--- src/rtl/utce_pkg.sv ---
// ---------------------------------------------------------------------------
// utce_pkg: shared types and constants for the UTCTime to epoch converter
// Holds the field bundle passed from the character parser to the
// conversion sequencer, the sequencer states and the month table.
// ---------------------------------------------------------------------------
package utce_pkg;

    localparam int CHAR_W  = 8;
    localparam int DIG_W   = 7;
    localparam int POS_W   = 4;
    localparam int EPOCH_W = 33;
    localparam int ACC_W   = 34;
    localparam int MUL_B_W = 10;
    localparam int YOFF_W  = 8;
    localparam int MSTART_W = 9;

    localparam logic [POS_W-1:0] POS_MIN_LEN = 4'd9;
    localparam logic [POS_W-1:0] POS_SEC_HI  = 4'd10;
    localparam logic [POS_W-1:0] POS_SEC_LO  = 4'd11;
    localparam logic [POS_W-1:0] POS_MAX     = 4'd15;

    localparam logic [DIG_W-1:0] YEAR_PIVOT = 7'd50;
    localparam logic [DIG_W-1:0] MONTH_MAX  = 7'd12;

    localparam logic [1:0] SEC_NONE = 2'd0;
    localparam logic [1:0] SEC_ONE  = 2'd1;
    localparam logic [1:0] SEC_BOTH = 2'd2;

    localparam logic signed [MUL_B_W-1:0] DAYS_PER_YEAR = 10'sd365;
    localparam logic signed [MUL_B_W-1:0] HOURS_PER_DAY = 10'sd24;
    localparam logic signed [MUL_B_W-1:0] SIXTY         = 10'sd60;

    typedef enum logic [2:0] {
        ST_IDLE,
        ST_DAYS,
        ST_HOURS,
        ST_MINS,
        ST_SECS
    } t_state;

    typedef struct packed {
        logic                     ok;
        logic signed [YOFF_W-1:0] y_off;     // year - 1970
        logic                     leap;
        logic [3:0]               month_idx; // month - 1
        logic [DIG_W-1:0]         day;
        logic [DIG_W-1:0]         hour;
        logic [DIG_W-1:0]         minute;
        logic [DIG_W-1:0]         second;
    } t_fields;

    function automatic logic [MSTART_W-1:0] month_start(input logic [3:0] idx);
        logic [MSTART_W-1:0] d;
        case (idx)
            4'd0:    d = 9'd0;
            4'd1:    d = 9'd31;
            4'd2:    d = 9'd59;
            4'd3:    d = 9'd90;
            4'd4:    d = 9'd120;
            4'd5:    d = 9'd151;
            4'd6:    d = 9'd181;
            4'd7:    d = 9'd212;
            4'd8:    d = 9'd243;
            4'd9:    d = 9'd273;
            4'd10:   d = 9'd304;
            4'd11:   d = 9'd334;
            default: d = 9'd0;
        endcase
        return d;
    endfunction

endpackage

--- src/rtl/utctime_to_epoch_seconds_top.sv ---
// ---------------------------------------------------------------------------
// utctime_to_epoch_seconds_top: UTCTime string to seconds since 1970
// Parses "YYMMDDhhmm[ss]..." one character per word and emits one result
// word on the character marked by tlast.
// ---------------------------------------------------------------------------
// Characters are taken one per cycle while s_axis_tready is high. The word
// with tlast is accepted and then makes four passes through the shared
// multiply-add unit (days, hours, minutes, seconds), during which
// s_axis_tready is low; the last pass also waits while an earlier result is
// still held in the output register. Strings that are shorter than 10
// characters, carry a non-digit in the first 10, or have a month outside
// 1..12 give a result with tuser low and zero data.
module utctime_to_epoch_seconds_top
    import utce_pkg::*;
(
    input  logic        i_clk,
    input  logic        i_rst_n,
    input  logic        s_axis_tvalid,
    output logic        s_axis_tready,
    input  logic [7:0]  s_axis_tdata,   // [7:0] char_code
    input  logic        s_axis_tlast,   // last
    output logic        m_axis_tvalid,
    input  logic        m_axis_tready,
    output logic [39:0] m_axis_tdata,   // [32:0] epoch_seconds, [39:33] zero
    output logic [0:0]  m_axis_tuser    // [0] valid_res
);

    logic [POS_W-1:0] r_pos, n_pos;
    logic [DIG_W-1:0] r_year, n_year;
    logic [DIG_W-1:0] r_month, n_month;
    logic [DIG_W-1:0] r_day, n_day;
    logic [DIG_W-1:0] r_hour, n_hour;
    logic [DIG_W-1:0] r_min, n_min;
    logic [DIG_W-1:0] r_sec, n_sec;
    logic [1:0]       r_sok, n_sok;
    logic             r_bad, n_bad;

    logic               accept;
    logic               start;
    logic               busy;
    logic               is_digit;
    logic [3:0]         dv;
    logic [DIG_W-1:0]   dv_tens;
    t_fields            fields;
    logic               res_ok;
    logic [EPOCH_W-1:0] res_sec;

    assign s_axis_tready = !busy;
    assign accept = s_axis_tvalid && s_axis_tready;
    assign start  = accept && s_axis_tlast;

    assign is_digit = (s_axis_tdata >= 8'h30) && (s_axis_tdata <= 8'h39);
    assign dv       = is_digit ? s_axis_tdata[3:0] : 4'd0;
    assign dv_tens  = DIG_W'({3'd0, dv} * 7'd10);

    always_comb begin
        n_pos   = r_pos;
        n_year  = r_year;
        n_month = r_month;
        n_day   = r_day;
        n_hour  = r_hour;
        n_min   = r_min;
        n_sec   = r_sec;
        n_sok   = r_sok;
        n_bad   = r_bad;
        if (r_pos < POS_SEC_HI) begin
            if (!is_digit) n_bad = 1'b1;
            unique case (r_pos[3:1])
                3'd0:    n_year  = r_pos[0] ? DIG_W'(r_year + 7'(dv))  : dv_tens;
                3'd1:    n_month = r_pos[0] ? DIG_W'(r_month + 7'(dv)) : dv_tens;
                3'd2:    n_day   = r_pos[0] ? DIG_W'(r_day + 7'(dv))   : dv_tens;
                3'd3:    n_hour  = r_pos[0] ? DIG_W'(r_hour + 7'(dv))  : dv_tens;
                default: n_min   = r_pos[0] ? DIG_W'(r_min + 7'(dv))   : dv_tens;
            endcase
        end else if (r_pos == POS_SEC_HI) begin
            if (is_digit) begin
                n_sok = SEC_ONE;
                n_sec = dv_tens;
            end
        end else if (r_pos == POS_SEC_LO) begin
            if (is_digit && r_sok == SEC_ONE) begin
                n_sok = SEC_BOTH;
                n_sec = DIG_W'(r_sec + 7'(dv));
            end
        end
        if (r_pos < POS_MAX) n_pos = r_pos + 4'd1;
    end

    // bundle the finished fields for the sequencer
    always_comb begin
        fields.ok = (r_pos >= POS_MIN_LEN) && !n_bad &&
                    (n_month >= 7'd1) && (n_month <= MONTH_MAX);
        fields.y_off = (n_year < YEAR_PIVOT) ? YOFF_W'({1'b0, n_year} + 8'd30)
                                             : YOFF_W'({1'b0, n_year} - 8'd70);
        fields.leap      = (n_year[1:0] == 2'd0);
        fields.month_idx = n_month[3:0] - 4'd1;
        fields.day       = n_day;
        fields.hour      = n_hour;
        fields.minute    = n_min;
        fields.second    = (n_sok == SEC_BOTH) ? n_sec : '0;
    end

    always_ff @(posedge i_clk) begin
        if (!i_rst_n || start) begin
            r_pos   <= '0;
            r_year  <= '0;
            r_month <= '0;
            r_day   <= '0;
            r_hour  <= '0;
            r_min   <= '0;
            r_sec   <= '0;
            r_sok   <= SEC_NONE;
            r_bad   <= 1'b0;
        end else if (accept) begin
            r_pos   <= n_pos;
            r_year  <= n_year;
            r_month <= n_month;
            r_day   <= n_day;
            r_hour  <= n_hour;
            r_min   <= n_min;
            r_sec   <= n_sec;
            r_sok   <= n_sok;
            r_bad   <= n_bad;
        end
    end

    utce_conv u_conv (
        .i_clk     (i_clk),
        .i_rst_n   (i_rst_n),
        .i_start   (start),
        .i_fields  (fields),
        .o_busy    (busy),
        .o_valid   (m_axis_tvalid),
        .i_ready   (m_axis_tready),
        .o_ok      (res_ok),
        .o_seconds (res_sec)
    );

    assign m_axis_tdata = {7'd0, res_sec};
    assign m_axis_tuser = res_ok;

endmodule

--- src/rtl/utce_conv.sv ---
// ---------------------------------------------------------------------------
// utce_conv: epoch seconds sequencer
// One multiply-add unit evaluates the total in Horner form over four
// steps: days, then *24 + hour, *60 + minute, *60 + second. The result
// lands in an output register that holds until taken.
// ---------------------------------------------------------------------------
module utce_conv
    import utce_pkg::*;
(
    input  logic               i_clk,
    input  logic               i_rst_n,
    input  logic               i_start,
    input  t_fields            i_fields,
    output logic               o_busy,
    output logic               o_valid,
    input  logic               i_ready,
    output logic               o_ok,
    output logic [EPOCH_W-1:0] o_seconds
);

    t_state r_state, n_state;
    t_fields r_fld;
    logic signed [ACC_W-1:0] r_acc;
    logic                    r_out_valid;
    logic                    r_out_ok;
    logic [EPOCH_W-1:0]      r_out_sec;

    logic signed [ACC_W-1:0]         mul_a;
    logic signed [MUL_B_W-1:0]       mul_b;
    logic signed [ACC_W-1:0]         addend;
    logic signed [ACC_W+MUL_B_W-1:0] prod;
    logic signed [ACC_W-1:0]         mac;
    logic signed [YOFF_W-1:0]        yp1;
    logic signed [ACC_W-1:0]         day_terms;
    logic                            out_free;
    logic                            acc_en;
    logic                            out_load;

    assign out_free = !r_out_valid || i_ready;

    // floor((year - 1969) / 4) gives the leap days since 1970 in this range
    always_comb begin
        yp1 = r_fld.y_off + 8'sd1;
        day_terms = ACC_W'(yp1 >>> 2)
                  + $signed({{(ACC_W-MSTART_W){1'b0}}, month_start(r_fld.month_idx)})
                  + $signed({{(ACC_W-1){1'b0}}, (r_fld.leap && r_fld.month_idx >= 4'd2)})
                  + $signed({{(ACC_W-DIG_W){1'b0}}, r_fld.day})
                  - 34'sd1;
    end

    always_comb begin
        mul_a  = r_acc;
        mul_b  = SIXTY;
        addend = '0;
        unique case (r_state)
            ST_DAYS: begin
                mul_a  = ACC_W'(r_fld.y_off);
                mul_b  = DAYS_PER_YEAR;
                addend = day_terms;
            end
            ST_HOURS: begin
                mul_b  = HOURS_PER_DAY;
                addend = $signed({{(ACC_W-DIG_W){1'b0}}, r_fld.hour});
            end
            ST_MINS: begin
                addend = $signed({{(ACC_W-DIG_W){1'b0}}, r_fld.minute});
            end
            ST_SECS: begin
                addend = $signed({{(ACC_W-DIG_W){1'b0}}, r_fld.second});
            end
            default: begin
                addend = '0;
            end
        endcase
        prod = mul_a * mul_b;
        mac  = prod[ACC_W-1:0] + addend;
    end

    always_comb begin
        n_state  = r_state;
        acc_en   = 1'b0;
        out_load = 1'b0;
        unique case (r_state)
            ST_IDLE: begin
                if (i_start) n_state = ST_DAYS;
            end
            ST_DAYS: begin
                acc_en  = 1'b1;
                n_state = ST_HOURS;
            end
            ST_HOURS: begin
                acc_en  = 1'b1;
                n_state = ST_MINS;
            end
            ST_MINS: begin
                acc_en  = 1'b1;
                n_state = ST_SECS;
            end
            ST_SECS: begin
                // hold the last step until the output register is free
                if (out_free) begin
                    out_load = 1'b1;
                    n_state  = ST_IDLE;
                end
            end
            default: begin
                n_state = ST_IDLE;
            end
        endcase
    end

    always_ff @(posedge i_clk) begin
        if (!i_rst_n) begin
            r_state     <= ST_IDLE;
            r_out_valid <= 1'b0;
        end else begin
            r_state <= n_state;
            if (out_load) begin
                r_out_valid <= 1'b1;
            end else if (i_ready) begin
                r_out_valid <= 1'b0;
            end
        end
    end

    always_ff @(posedge i_clk) begin
        if (r_state == ST_IDLE && i_start) r_fld <= i_fields;
        if (acc_en) r_acc <= mac;
        if (out_load) begin
            r_out_ok  <= r_fld.ok;
            r_out_sec <= r_fld.ok ? mac[EPOCH_W-1:0] : '0;
        end
    end

    assign o_busy    = (r_state != ST_IDLE);
    assign o_valid   = r_out_valid;
    assign o_ok      = r_out_ok;
    assign o_seconds = r_out_sec;

endmodule

--- config.mk ---
export PLATFORM = sky130hd
export DESIGN_NAME = utctime_to_epoch_seconds_top
export DESIGN_NICKNAME = d
export VERILOG_FILES = /design/src/rtl/utce_pkg.sv /design/src/rtl/utctime_to_epoch_seconds_top.sv /design/src/rtl/utce_conv.sv
export SDC_FILE = /design/constraint.sdc
export NUM_CORES = 1
export LEC_CHECK = 0
export BUFFER_PORTS_ARGS = -buffer_cell sky130_fd_sc_hd__clkbuf_2
export CORE_MARGIN = 3
export CORE_UTILIZATION = 24
export CTS_BUF_LIST = sky130_fd_sc_hd__clkbuf_8
export CTS_CLUSTER_DIAMETER = 150
export DETAILED_ROUTE_END_ITERATION = 6
export SYNTH_ARGS = -nofsm -noshare
export SYNTH_HDL_FRONTEND = slang
export SYNTH_SLANG_ARGS = --single-unit
--- constraint.sdc ---
create_clock -name i_clk -period 7.2 [get_ports i_clk]
set_input_delay 1.44 -clock i_clk [delete_from_list [all_inputs] [get_ports i_clk]]
set_output_delay 1.44 -clock i_clk [all_outputs]
set_load 0.005 [all_outputs]
### Word-level counts from Yosys, hierarchy flattened

Memory sizes are Yosys's and may differ from the RTL's. A register that Yosys moved wholly into a read port is not among the register bits.
Cells that the tools add are included.

| storage, ports and cells | value |
|---|---|
| register bits | 163 |
| memory bits (read-only) | 144 |
| input bits | 13 |
| output and inout bits | 43 |
| memories kept | 1 |

| cells by class | value |
|---|---|
| add/sub/neg operators | 16 |
| multiply operators | 2 |
| order comparisons | 9 |
| equal/unequal tests | 13 |
| multiplexer cells | 41 |
| reduce and logical (&&, ||, !) cells | 24 |

Memories:

| memory | depth | width | rd ports | clocked after Yosys merged registers in | wr ports | line | RTL |
|---|---|---|---|---|---|---|---|
| (no name shown) | 16 | 9 | 1 | 1 | 0 | utce_pkg.sv:54 | `case (idx)` |

Operators by type and width:

| operator | number |
|---|---|
| two-way mux 7 bit | 20 |
| case mux 34 bit (4 select lines) | 1 |
| adder 7 x 4 -> 7 bit | 6 |
| adder 34 x 2 -> 34 bit | 1 |
| adder 34 bit | 1 |
| adder 34 x 8 -> 34 bit | 1 |
| multiplier 34 x 10 -> 34 bit | 1 |
| two-way mux 34 bit | 1 |
| subtractor 34 x 2 -> 34 bit (second input constant) | 1 |
| case mux 9 bit (2 select lines) | 1 |
| case mux 3 bit (5 select lines) | 1 |
| == test 3 x 2 -> 1 bit (second input constant) | 4 |
| adder 6 x 10 -> 11 bit | 1 |
| two-way mux 2 bit | 5 |
| logical AND 1 bit | 9 |
| adder 7 x 5 -> 8 bit (second input constant) | 1 |
| adder 8 x 2 -> 8 bit (second input constant) | 1 |
| == test 4 bit (second input constant) | 2 |
| greater-or-equal comparator 8 x 6 -> 1 bit (second input constant) | 1 |
| less-or-equal comparator 8 x 6 -> 1 bit (second input constant) | 1 |
| less-than comparator 4 bit (second input constant) | 2 |
| two-way mux 4 bit | 2 |
| two-way mux 8 bit | 1 |
| subtractor 7 x 7 -> 8 bit (second input constant) | 1 |
| other kinds (25) | 39 |

### Logic depth before layout (Yosys ltp)

Gate-level depths: netlist (run 1).

| logic depth | value |
|---|---|
| word-level depth | 10 |
| mapped depth | 34 |
| depth with buffers taken out | 33 |

### By module

Synthesis (run 1) repeated with hierarchy kept, for this count alone.

| second synthesis, totals | value |
|---|---|
| cells, all modules | 1785 |
| area total of the unflattened synthesis | 16853.7 um2 |

By module, submodules not included:

| module | instances | cells each | area each (um2) |
|---|---|---|---|
| utce_conv | 1 | 1155 | 12205.5 |
| utctime_to_epoch_seconds_top | 1 | 630 | 4648.2 |

### Worst setup path before layout (run 1)

Ideal clock, no wire load.

| timing | value |
|---|---|
| path type | flip-flop to flip-flop |
| from | reg u_conv.r_fld[35] (netlist bit) |
| to | reg u_conv.r_acc[29], data pin |
| setup time | 0.273 ns |
| data arrival time | 7.110 ns |
| data required time | 6.927 ns |
| setup slack | -0.183 ns |
| stages on the path, launching flop included | 35 |
| path buffers | 1 |
| period minus slack after synthesis | 7.383 ns |
| cells stage by stage | edfxtp_1 -> nand3_1 -> nor2_1 -> nand2_1 -> xnor2_1 -> ha_1 -> and3b_1 -> a211oi_1 -> xnor2_1 -> ha_1 -> inv_1 -> ha_1 -> nand2_1 -> o21ai_0 -> o31ai_1 -> a21oi_1 -> a2bb2o_4 -> a221oi_4 -> nand2_4 -> inv_1 -> fa_1 -> inv_1 -> fa_1 -> inv_1 -> fa_1 -> ha_1 -> clkbuf_1 -> a21o_1 -> a21oi_1 -> o21ai_0 -> a211oi_1 -> nor2_1 -> o41ai_1 -> o21ai_0 -> xor2_1 |

| between the ends | value |
|---|---|
| word-level cells in the longest chain between the ends | 7 |
| elaborated cells between the ends (all ways) | 9 |

Ends and longest elaborated chain:

| item | line | RTL |
|---|---|---|
| start, declared | utce_conv.sv:22 | `t_fields r_fld;` |
| start signal, assigned | utce_conv.sv:127 | `if (r_state == ST_IDLE && i_start) r_fld <= i_fields;` |
| adder 8 x 2 -> 8 bit | utce_conv.sv:43 | `yp1 = r_fld.y_off + 8'sd1;` |
| adder 6 x 10 -> 11 bit | utce_conv.sv:45 | `+ $signed({{(ACC_W-MSTART_W){1'b0}}, month_start(r_fld.month_idx)})` |
| adder 34 x 2 -> 34 bit | utce_conv.sv:46 | `+ $signed({{(ACC_W-1){1'b0}}, (r_fld.leap && r_fld.month_idx >= 4'd2)})` |
| adder 34 x 8 -> 34 bit | utce_conv.sv:47 | `+ $signed({{(ACC_W-DIG_W){1'b0}}, r_fld.day})` |
| subtractor 34 x 2 -> 34 bit | utce_conv.sv:48 | `- 34'sd1;` |
| case mux 34 bit (4 select lines) | utce_conv.sv:55 | `unique case (r_state)` |
| adder 34 bit (*) | utce_conv.sv:76 | `mac = prod[ACC_W-1:0] + addend;` |
| named net u_conv.mac[29] | utce_conv.sv:32 | `logic signed [ACC_W-1:0] mac;` |
| end signal, assigned | utce_conv.sv:128 | `if (acc_en) r_acc <= mac;` |
| end, declared | utce_conv.sv:23 | `logic signed [ACC_W-1:0] r_acc;` |

Mark *: on every way through the listed nets, which the timed path passes. The rest lies on a longest branch.
A chain may end at the register's enable or synchronous reset.

### Worst setup path after layout (run 1)

| timing | value |
|---|---|
| from | reg u_conv.r_fld[35] (netlist bit) |
| to | reg u_conv.r_out_sec[28], in the netlist u_conv.o_seconds[28], data pin |

| between the ends | value |
|---|---|
| word-level cells in the longest chain between the ends | 7 |
| elaborated cells between the ends (all ways) | 9 |

Ends and longest elaborated chain:

| item | line | RTL |
|---|---|---|
| adder 8 x 2 -> 8 bit | utce_conv.sv:43 |  |
| adder 6 x 10 -> 11 bit | utce_conv.sv:45 |  |
| adder 34 x 2 -> 34 bit | utce_conv.sv:46 |  |
| adder 34 x 8 -> 34 bit | utce_conv.sv:47 |  |
| subtractor 34 x 2 -> 34 bit | utce_conv.sv:48 |  |
| case mux 34 bit (4 select lines) | utce_conv.sv:55 |  |
| adder 34 bit (*) | utce_conv.sv:76 |  |
| named net u_conv.mac[28] | utce_conv.sv:32 |  |
| end signal, assigned | utce_conv.sv:131 | `r_out_sec <= r_fld.ok ? mac[EPOCH_W-1:0] : '0;` |
| end, declared | utce_conv.sv:26 | `logic [EPOCH_W-1:0] r_out_sec;` |

Marks and branches as above.

==> results of run 1 <==
==> how the worst max path moves through the flow <==
stage                                 from              endpoint  slack (ns)
final                     u_conv.r_fld[35]  u_conv.o_seconds[28]      -0.002
after detailed placement  u_conv.r_fld[34]      u_conv.r_acc[29]       -0.36
after global placement    u_conv.r_fld[34]      u_conv.r_acc[29]       -0.26
after CTS                 u_conv.r_fld[35]  u_conv.o_seconds[24]       0.002
after floorplan           u_conv.r_fld[33]      u_conv.r_acc[29]        0.02
after global routing      u_conv.r_fld[34]  u_conv.o_seconds[32]       -0.35
==> metrics by stage <==
step	hold slack (ns)	setup slack (ns)	util [%]
floorplan	0.424	0.0212	-
global route	0.505	-0.347	30.2
CTS	0.474	0.00210	29.1
global placement	0.437	-0.261	28.0
detailed placement	0.447	-0.355	28.0
finish	0.474	-0.00231	30.2
==> flip-flops by register name, summed over array words and instances, names as in the netlist, named ones only <==
signal	count
u_conv.o_seconds	33
r_sec	7
r_month	7
r_day	7
u_conv.r_state	3
u_conv.o_ok	1
u_conv.r_acc	31
r_bad	1
r_hour	7
u_conv.r_fld	42
u_conv.o_valid	1
r_pos	4
r_min	7
r_sok	2
r_year	7
==> placed cells by master, fill, tap and decap left out, types with 42 or more instances in the layout <==
| cell | netlist | final |
|---|---|---|
| sky130_fd_sc_hd__inv_1 | 304 | 291 |
| sky130_fd_sc_hd__nand2_1 | 202 | 194 |
| sky130_fd_sc_hd__buf_4 | 7 | 189 |
| sky130_fd_sc_hd__fa_1 | 169 | 164 |
| sky130_fd_sc_hd__ha_1 | 170 | 149 |
| sky130_fd_sc_hd__a21oi_1 | 132 | 107 |
| sky130_fd_sc_hd__edfxtp_1 | 107 | 107 |
| sky130_fd_sc_hd__nor2_1 | 104 | 98 |
| sky130_fd_sc_hd__dfxtp_1 | 62 | 62 |
| sky130_fd_sc_hd__xnor2_1 | 55 | 48 |
| sky130_fd_sc_hd__clkbuf_2 | 0 | 48 |
| sky130_fd_sc_hd__and2_1 | 46 | 46 |
| sky130_fd_sc_hd__o21ai_0 | 56 | 42 |
==> final cells by class <==
type                    instances  area (µm²)
clock inverters                15         161
repair buffers                249        1810
multi-input cells            1285       11900
clock buffers                  17         234
fillers                      7226       48200
well taps                     931        1160
inverters                     305        1150
flip-flops and latches        169        4450
==> cell families after synthesis <==
group | after synthesis
muxes | 19
and+or+nand+nor | 487
DFF | 169
buffers and inverters | 374
adders and majority gates | 339
xor gates and xnor gates | 76
AOI/OAI and AO/OA | 357
other | 1
==> repair_timing <==
| action | in CTS | in global routing |
|---|---|---|
| endpoints found under the setup margin | 26 | 39 |
| pin swaps | 46 | 79 |
| gates resized for setup | 62 | 105 |
| buffers inserted | 11 | 20 |
==> layer usage <==
metal | up-vias | wire, µm | track usage (%)
met5 | - | 0 | 0
met4 | 0 | 1170 | 4.56
met3 | 53 | 1490 | 2.20
met2 | 167 | 21800 | 20.8
met1 | 6287 | 19400 | 15.1
li1 | 6431 | - | -
==> critical path, delay by kind of cell, from the launching register on <==
kind	cells	cell delay (ns)
and+or+nand+nor	4	0.47
DFF	1	0.41
buffers and inverters	9	1.11
adders and majority gates	7	2.52
xor gates and xnor gates	3	0.41
AOI/OAI and AO/OA	11	2.05
==> results_dict.tcl, run 1 <==
set metrics [dict create \
    run_status "complete, but fails checks" \
    violations "setup timing" \
    synth_top_area_share_pct 20.1 \
    rsz0062_at_grt "true" \
    synthesis.yosys.warnings 0 \
    timing.clock.skew_ns 0.0183 \
    synthSimpleGateAreaFrac_pct 13.6 \
    synth.cell_area_um2 16900 \
    start_util_pct 24.4 \
    insertedDiodeCount 0 \
    port_buffers 48 \
    adder_cell_area_share_of_the_yosys_netlist_pct 32.7 \
    ioPinCount 56 \
    number_of_synthesized_flops_with_an_enable_pin 107 \
    hold_buffers 0 \
    antenna_violations_before_repair 0 \
    drt_iter0_markers 599 \
    worstHoldEndpoint "r_bad" \
    fin_setup_tns_ns -0.00231 \
    dpl-instance-area_um2 19300 \
    worst_skew_pair.late_latency_ns 0.57 \
    synth_top_cells_by_area "sky130_fd_sc_hd__fa_1 20%, sky130_fd_sc_hd__edfxtp_1 19%, sky130_fd_sc_hd__ha_1 13%, sky130_fd_sc_hd__dfxtp_1 7.4%, sky130_fd_sc_hd__inv_1 6.8%" \
    reg2reg_slack_ns -0.002 \
    design.core.area_um2 69100 \
    detail_route.wirelength_um 43800 \
    final_net_count 2379 \
    die_x_um 271 \
    cp_slowest_stage_delay_ns 0.49 \
    largest_net_degree_at_the_start_of_global_routing 50 \
    synth_seq_area_share_pct 26.4 \
    grt_first_pass_wirelength_um 70700 \
    report.final.slew_viol_count 0 \
    inserted_clock_buffers 17 \
    detail-route-antenna-nets 0 \
    max_freq_mhz 139 \
    routed-via-count 12900 \
    drv.max_cap_violation_count 0 \
    cts-root-buf "sky130_fd_sc_hd__clkbuf_8" \
    synth-compound-area-share_pct 13.5 \
    hold_path.startpoint "r_bad" \
    worst_setup_path_end_kind "flip-flop" \
    first_global_vias 13300 \
    overflow 0 \
    synth-seq-cells 169 \
    whs_path_depth 2 \
    gr-usage-all-layers_pct 12.1 \
    wl_per_cell_um 14.8 \
    clk_pin_slew_ns 0.11 \
    dominantRegCellSynth "sky130_fd_sc_hd__edfxtp_1" \
    worstReg2RegStart "u_conv.r_fld[35]" \
    syn-mean-instance-area_um2 9.26 \
    hold_violations 0 \
    detail_route.first_pass.iterations 4 \
    clkSinkCount 169 \
    worst_slack_ns -0.00231 \
    synth_cell_type_count 77 \
    row_count 96 \
    tritoncts_clock_tree "done" \
    post_synthesis_instance_total 1822 \
    multiplexer_fraction_of_the_synthesized_cell_area_pct 1.24 \
    max-slew-margin-rel_pct 25.4 \
    critPathMaxFanout 4 \
    dieArea_um2 73500 \
    crit_path_top_delay_cell "sky130_fd_sc_hd__fa_1" \
    combinational_family_with_the_most_area_after_synthesis "adder cells" \
    dp_hpwl_um 33800 \
    fraction_of_registers_with_async_set_or_reset_after_synthesis_pct 0 \
    syn_to_final_growth_pct 23.5 \
    drt-vias-per-instance 4.35 \
    clk_path_buf_depth 2 \
    route.detailed.drc 0 \
    finalWorstPathRequiredPeriod_ns 7.20 \
    place_congestion 0.849 \
    timing.final.crit_share_pct 100 \
    fin_cells 2971 \
    crit-reg2reg-capture "u_conv.o_seconds[28]" \
    tightestPinTransition_ns 1.12 \
    cts_h_tree_depth 4 \
    startpoint_type "flip-flop" \
    number_of_placed_cells_counting_well_taps 2909 \
    critical_path_class "reg2reg" \
    synth_commonest_cells "304 x sky130_fd_sc_hd__inv_1, 202 x sky130_fd_sc_hd__nand2_1, 170 x sky130_fd_sc_hd__ha_1" \
    synth_largest_area_cell "sky130_fd_sc_hd__fa_1" \
    hold_path.class "reg2reg" \
    final_layout_size_suffix_gt1_share_pct 21.7 \
    synth_xor_area_share_pct 3.95 \
    arrival_ns 7.53 \
    die_y_um 271 \
    worst_r2r_path_depth 34 \
    timing.final.setup_violations 1 \
    final_design_area_excluding_fillers_um2 20800 \
    most_common_cell_in_the_netlist "sky130_fd_sc_hd__inv_1" \
    crit_required_ns 7.53 \
]
Power of run 1 is left out: the tool's default activity adds up to more than one toggle a clock period on the data nets, which glitch-free logic cannot reach.
==> run 2: changes to the inputs <==
--- a/config.mk
+++ b/config.mk
@@ -13,4 +13,5 @@
 export DETAILED_ROUTE_END_ITERATION = 6
 export SYNTH_ARGS = -nofsm -noshare
 export SYNTH_HDL_FRONTEND = slang
+export SYNTH_HIERARCHICAL = 1
 export SYNTH_SLANG_ARGS = --single-unit
==> constraint.sdc (replaced) <==
create_clock -name i_clk -period 7.2 [get_ports i_clk]
set_input_delay 0.36 -clock i_clk [delete_from_list [all_inputs] [get_ports i_clk]]
set_output_delay 0.36 -clock i_clk [all_outputs]
set_load 0.005 [all_outputs]
==> run 2 against run 1 <==
  * Non-clock buffer count down 133
  * Synthesized cell count down 2.0%
  * Largest cell class unchanged
  * Via count down 3.0%
  * The flow now finishes without violations
  * Sequential share of layout area up 1.7 points
  * Worst setup slack better by 0.15 ns
  * Routed wire length down 1.9%
==> results_dict.tcl, run 2 <==
set metrics [dict create \
    sequential_cell_area_um2 4460 \
    pre_cts_slack_ns -0.00348 \
    clk_pin_slew_ns 0.11 \
    cp_slowest_stage_delay_ns 0.61 \
    grt_first_pass_wirelength_um 69100 \
    syn-mean-instance-area_um2 9.44 \
    inserted_clock_buffers 17 \
    startpoint_type "flip-flop" \
    detail-route-antenna-nets 0 \
    antenna_violations_before_repair 0 \
    die_y_um 271 \
    drv.max_cap_violation_count 0 \
    synth_cell_type_count 96 \
    dpl-instance-area_um2 18400 \
    route.detailed.drc 0 \
    worst_skew_pair.late_latency_ns 0.52 \
    dominantRegCellSynth "sky130_fd_sc_hd__edfxtp_1" \
    first_global_vias 12500 \
    worst_slack_ns 0.150 \
    tightestPinTransition_ns 1.19 \
    final_core_util_pct 28.0 \
    synth_commonest_cells "285 x sky130_fd_sc_hd__inv_1, 200 x sky130_fd_sc_hd__nand2_1, 175 x sky130_fd_sc_hd__fa_1" \
    fraction_of_registers_with_async_set_or_reset_after_synthesis_pct 0 \
    wl_per_cell_um 15.3 \
    top_register "u_conv/r_fld" \
    synth_top_cells_by_area "sky130_fd_sc_hd__fa_1 21%, sky130_fd_sc_hd__edfxtp_1 19%, sky130_fd_sc_hd__ha_1 11%, sky130_fd_sc_hd__dfxtp_1 7.4%, sky130_fd_sc_hd__inv_1 6.3%" \
    dp_hpwl_um 33100 \
    port_buffers 48 \
    final_design_area_excluding_fillers_um2 19300 \
    run_status "completed" \
    timing.final.setup_violations 0 \
    timing.final.crit_share_pct 97.9 \
    arrival_ns 7.32 \
    die_x_um 271 \
    max_freq_mhz 142 \
    gr-usage-all-layers_pct 11.8 \
    post_synthesis_instance_total 1785 \
    largest_net_degree_at_the_start_of_global_routing 67 \
    row_count 96 \
    synthesis.yosys.warnings 6 \
    cts-root-buf "sky130_fd_sc_hd__clkbuf_8" \
    max-slew-margin-rel_pct 20.8 \
    final_layout_size_suffix_gt1_share_pct 13.8 \
    fin_setup_tns_ns 0 \
    detail_route.first_pass.iterations 5 \
    finalWorstPathRequiredPeriod_ns 7.05 \
    hold_violations 0 \
    clk_path_buf_depth 2 \
    hold_buffers 0 \
    number_of_synthesized_flops_with_an_enable_pin 107 \
    synth_top_area_share_pct 20.8 \
    critical_path_class "reg2reg" \
    timing.critical_path.buf_inv 3 \
    drt_iter0_markers 741 \
    hold_path.class "in2reg" \
    overflow 0 \
    synth-seq-cells 169 \
    detail_route.wirelength_um 43000 \
    final_net_count 2198 \
    crit_required_ns 7.47 \
    rsz0062_at_grt "true" \
    most_common_cell_in_the_netlist "sky130_fd_sc_hd__inv_1" \
    fillerInstances 7314 \
    routed-via-count 12600 \
    layout.cells.most_common "sky130_fd_sc_hd__inv_1" \
    synth.cell_area_um2 16900 \
    worst_setup_path_end_kind "flip-flop" \
    dieArea_um2 73400 \
    cp_common_cell "sky130_fd_sc_hd__fa_1" \
    start_util_pct 24.4 \
    ioPinCount 56 \
    timing.clock.skew_ns 0.0278 \
    multi_input_comb_area_um2 11400 \
    clkSinkCount 169 \
    largest_reg_flops 42 \
    place_congestion 0.865 \
    path_delay_family "adder cells" \
    design.core.area_um2 69100 \
    tritoncts_clock_tree "done" \
    cts_h_tree_depth 4 \
    syn_to_final_growth_pct 14.6 \
    final_cell_mix "280 x sky130_fd_sc_hd__inv_1, 196 x sky130_fd_sc_hd__nand2_1, 174 x sky130_fd_sc_hd__fa_1" \
    synth_seq_area_share_pct 26.4 \
    crit_path_top_delay_cell "sky130_fd_sc_hd__fa_1" \
    drt-vias-per-instance 4.48 \
    critPathMaxFanout 6 \
    synth_largest_area_cell "sky130_fd_sc_hd__fa_1" \
    report.final.slew_viol_count 0 \
]
run 2: final cells by class:
class                   instances  area share (%)
multi-input cells            1267            59.2
flip-flops and latches        169            23.1
well taps                     931            6.03
inverters                     287            5.63
repair buffers                116            4.01
clock buffers                  17            1.21
clock inverters                15           0.894
diodes                          1          0.0130
run 2: logic make-up (layout without fill, tap and decap cells):
group / count (synthesis) / in the layout / share of synthesized area, %
flip-flops: 169 / 169 / 26.4
AND/OR/NAND/NOR: 502 / 503 / 14.8
adder cells (fa/ha/maj): 337 / 337 / 32.7
XOR/XNOR: 54 / 54 / 2.81
multiplexers: 17 / 17 / 1.05
other: 1 / 8 / 0.0223
AO/OA/AOI/OAI: 349 / 349 / 13.8
buffers and inverters: 356 / 435 / 8.40
run 2: path summary, 6_finish.rpt:
path                    startpoint              endpoint  slack (ns)  cells past startpoint
setup / recovery  u_conv/r_fld[33]  u_conv/o_seconds[31]        0.15                     26
hold / removal       m_axis_tready     u_conv/r_state[2]        0.22                      4
setup reg to reg  u_conv/r_fld[33]  u_conv/o_seconds[31]        0.15                     26
hold reg to reg              r_bad                 r_bad        0.47                      2
run 2: repair_timing:
| item | in CTS | in global routing |
|---|---|---|
| gates cloned | 0 | 1 |
| resized for setup | 2 | 75 |
| setup endpoints to repair | 2 | 32 |
| setup buffers | 0 | 13 |
| pin swaps | 0 | 37 |
run 2: per-layer routing:
layer | share of wire [%] | GRT usage (%) | up-vias
met5 | 0 | 0 | -
met1 | 47 | 15.9 | 6117
met2 | 48 | 20.1 | 215
li1 | - | - | 6177
met4 | 1.5 | 2.56 | 0
met3 | 3.3 | 1.61 | 41
run 2: metrics by stage:
| step | std cells | hold slack (ns) |
|---|---|---|
| 4_1_cts | 2788 | 0.182 |
| 2_1_floorplan | 1791 | 0.428 |
| 3_5_place_dp | 2756 | 0.453 |
| 3_3_place_gp | 2756 | 0.440 |
| 5_1_grt | 2802 | 0.209 |
| 6_report | 2803 | 0.217 |
run 2: worst reg2reg max path: cells and delay by family, from the launching register on:
kind	cells	cell delay [ns]
XOR/XNOR	1	0.12
AND/OR/NAND/NOR	8	1.21
flip-flops	1	0.40
buffers and inverters	3	0.34
adder cells (fa/ha/maj)	7	2.91
AO/OA/AOI/OAI	7	1.85
Power of run 2 is left out for the same reason.
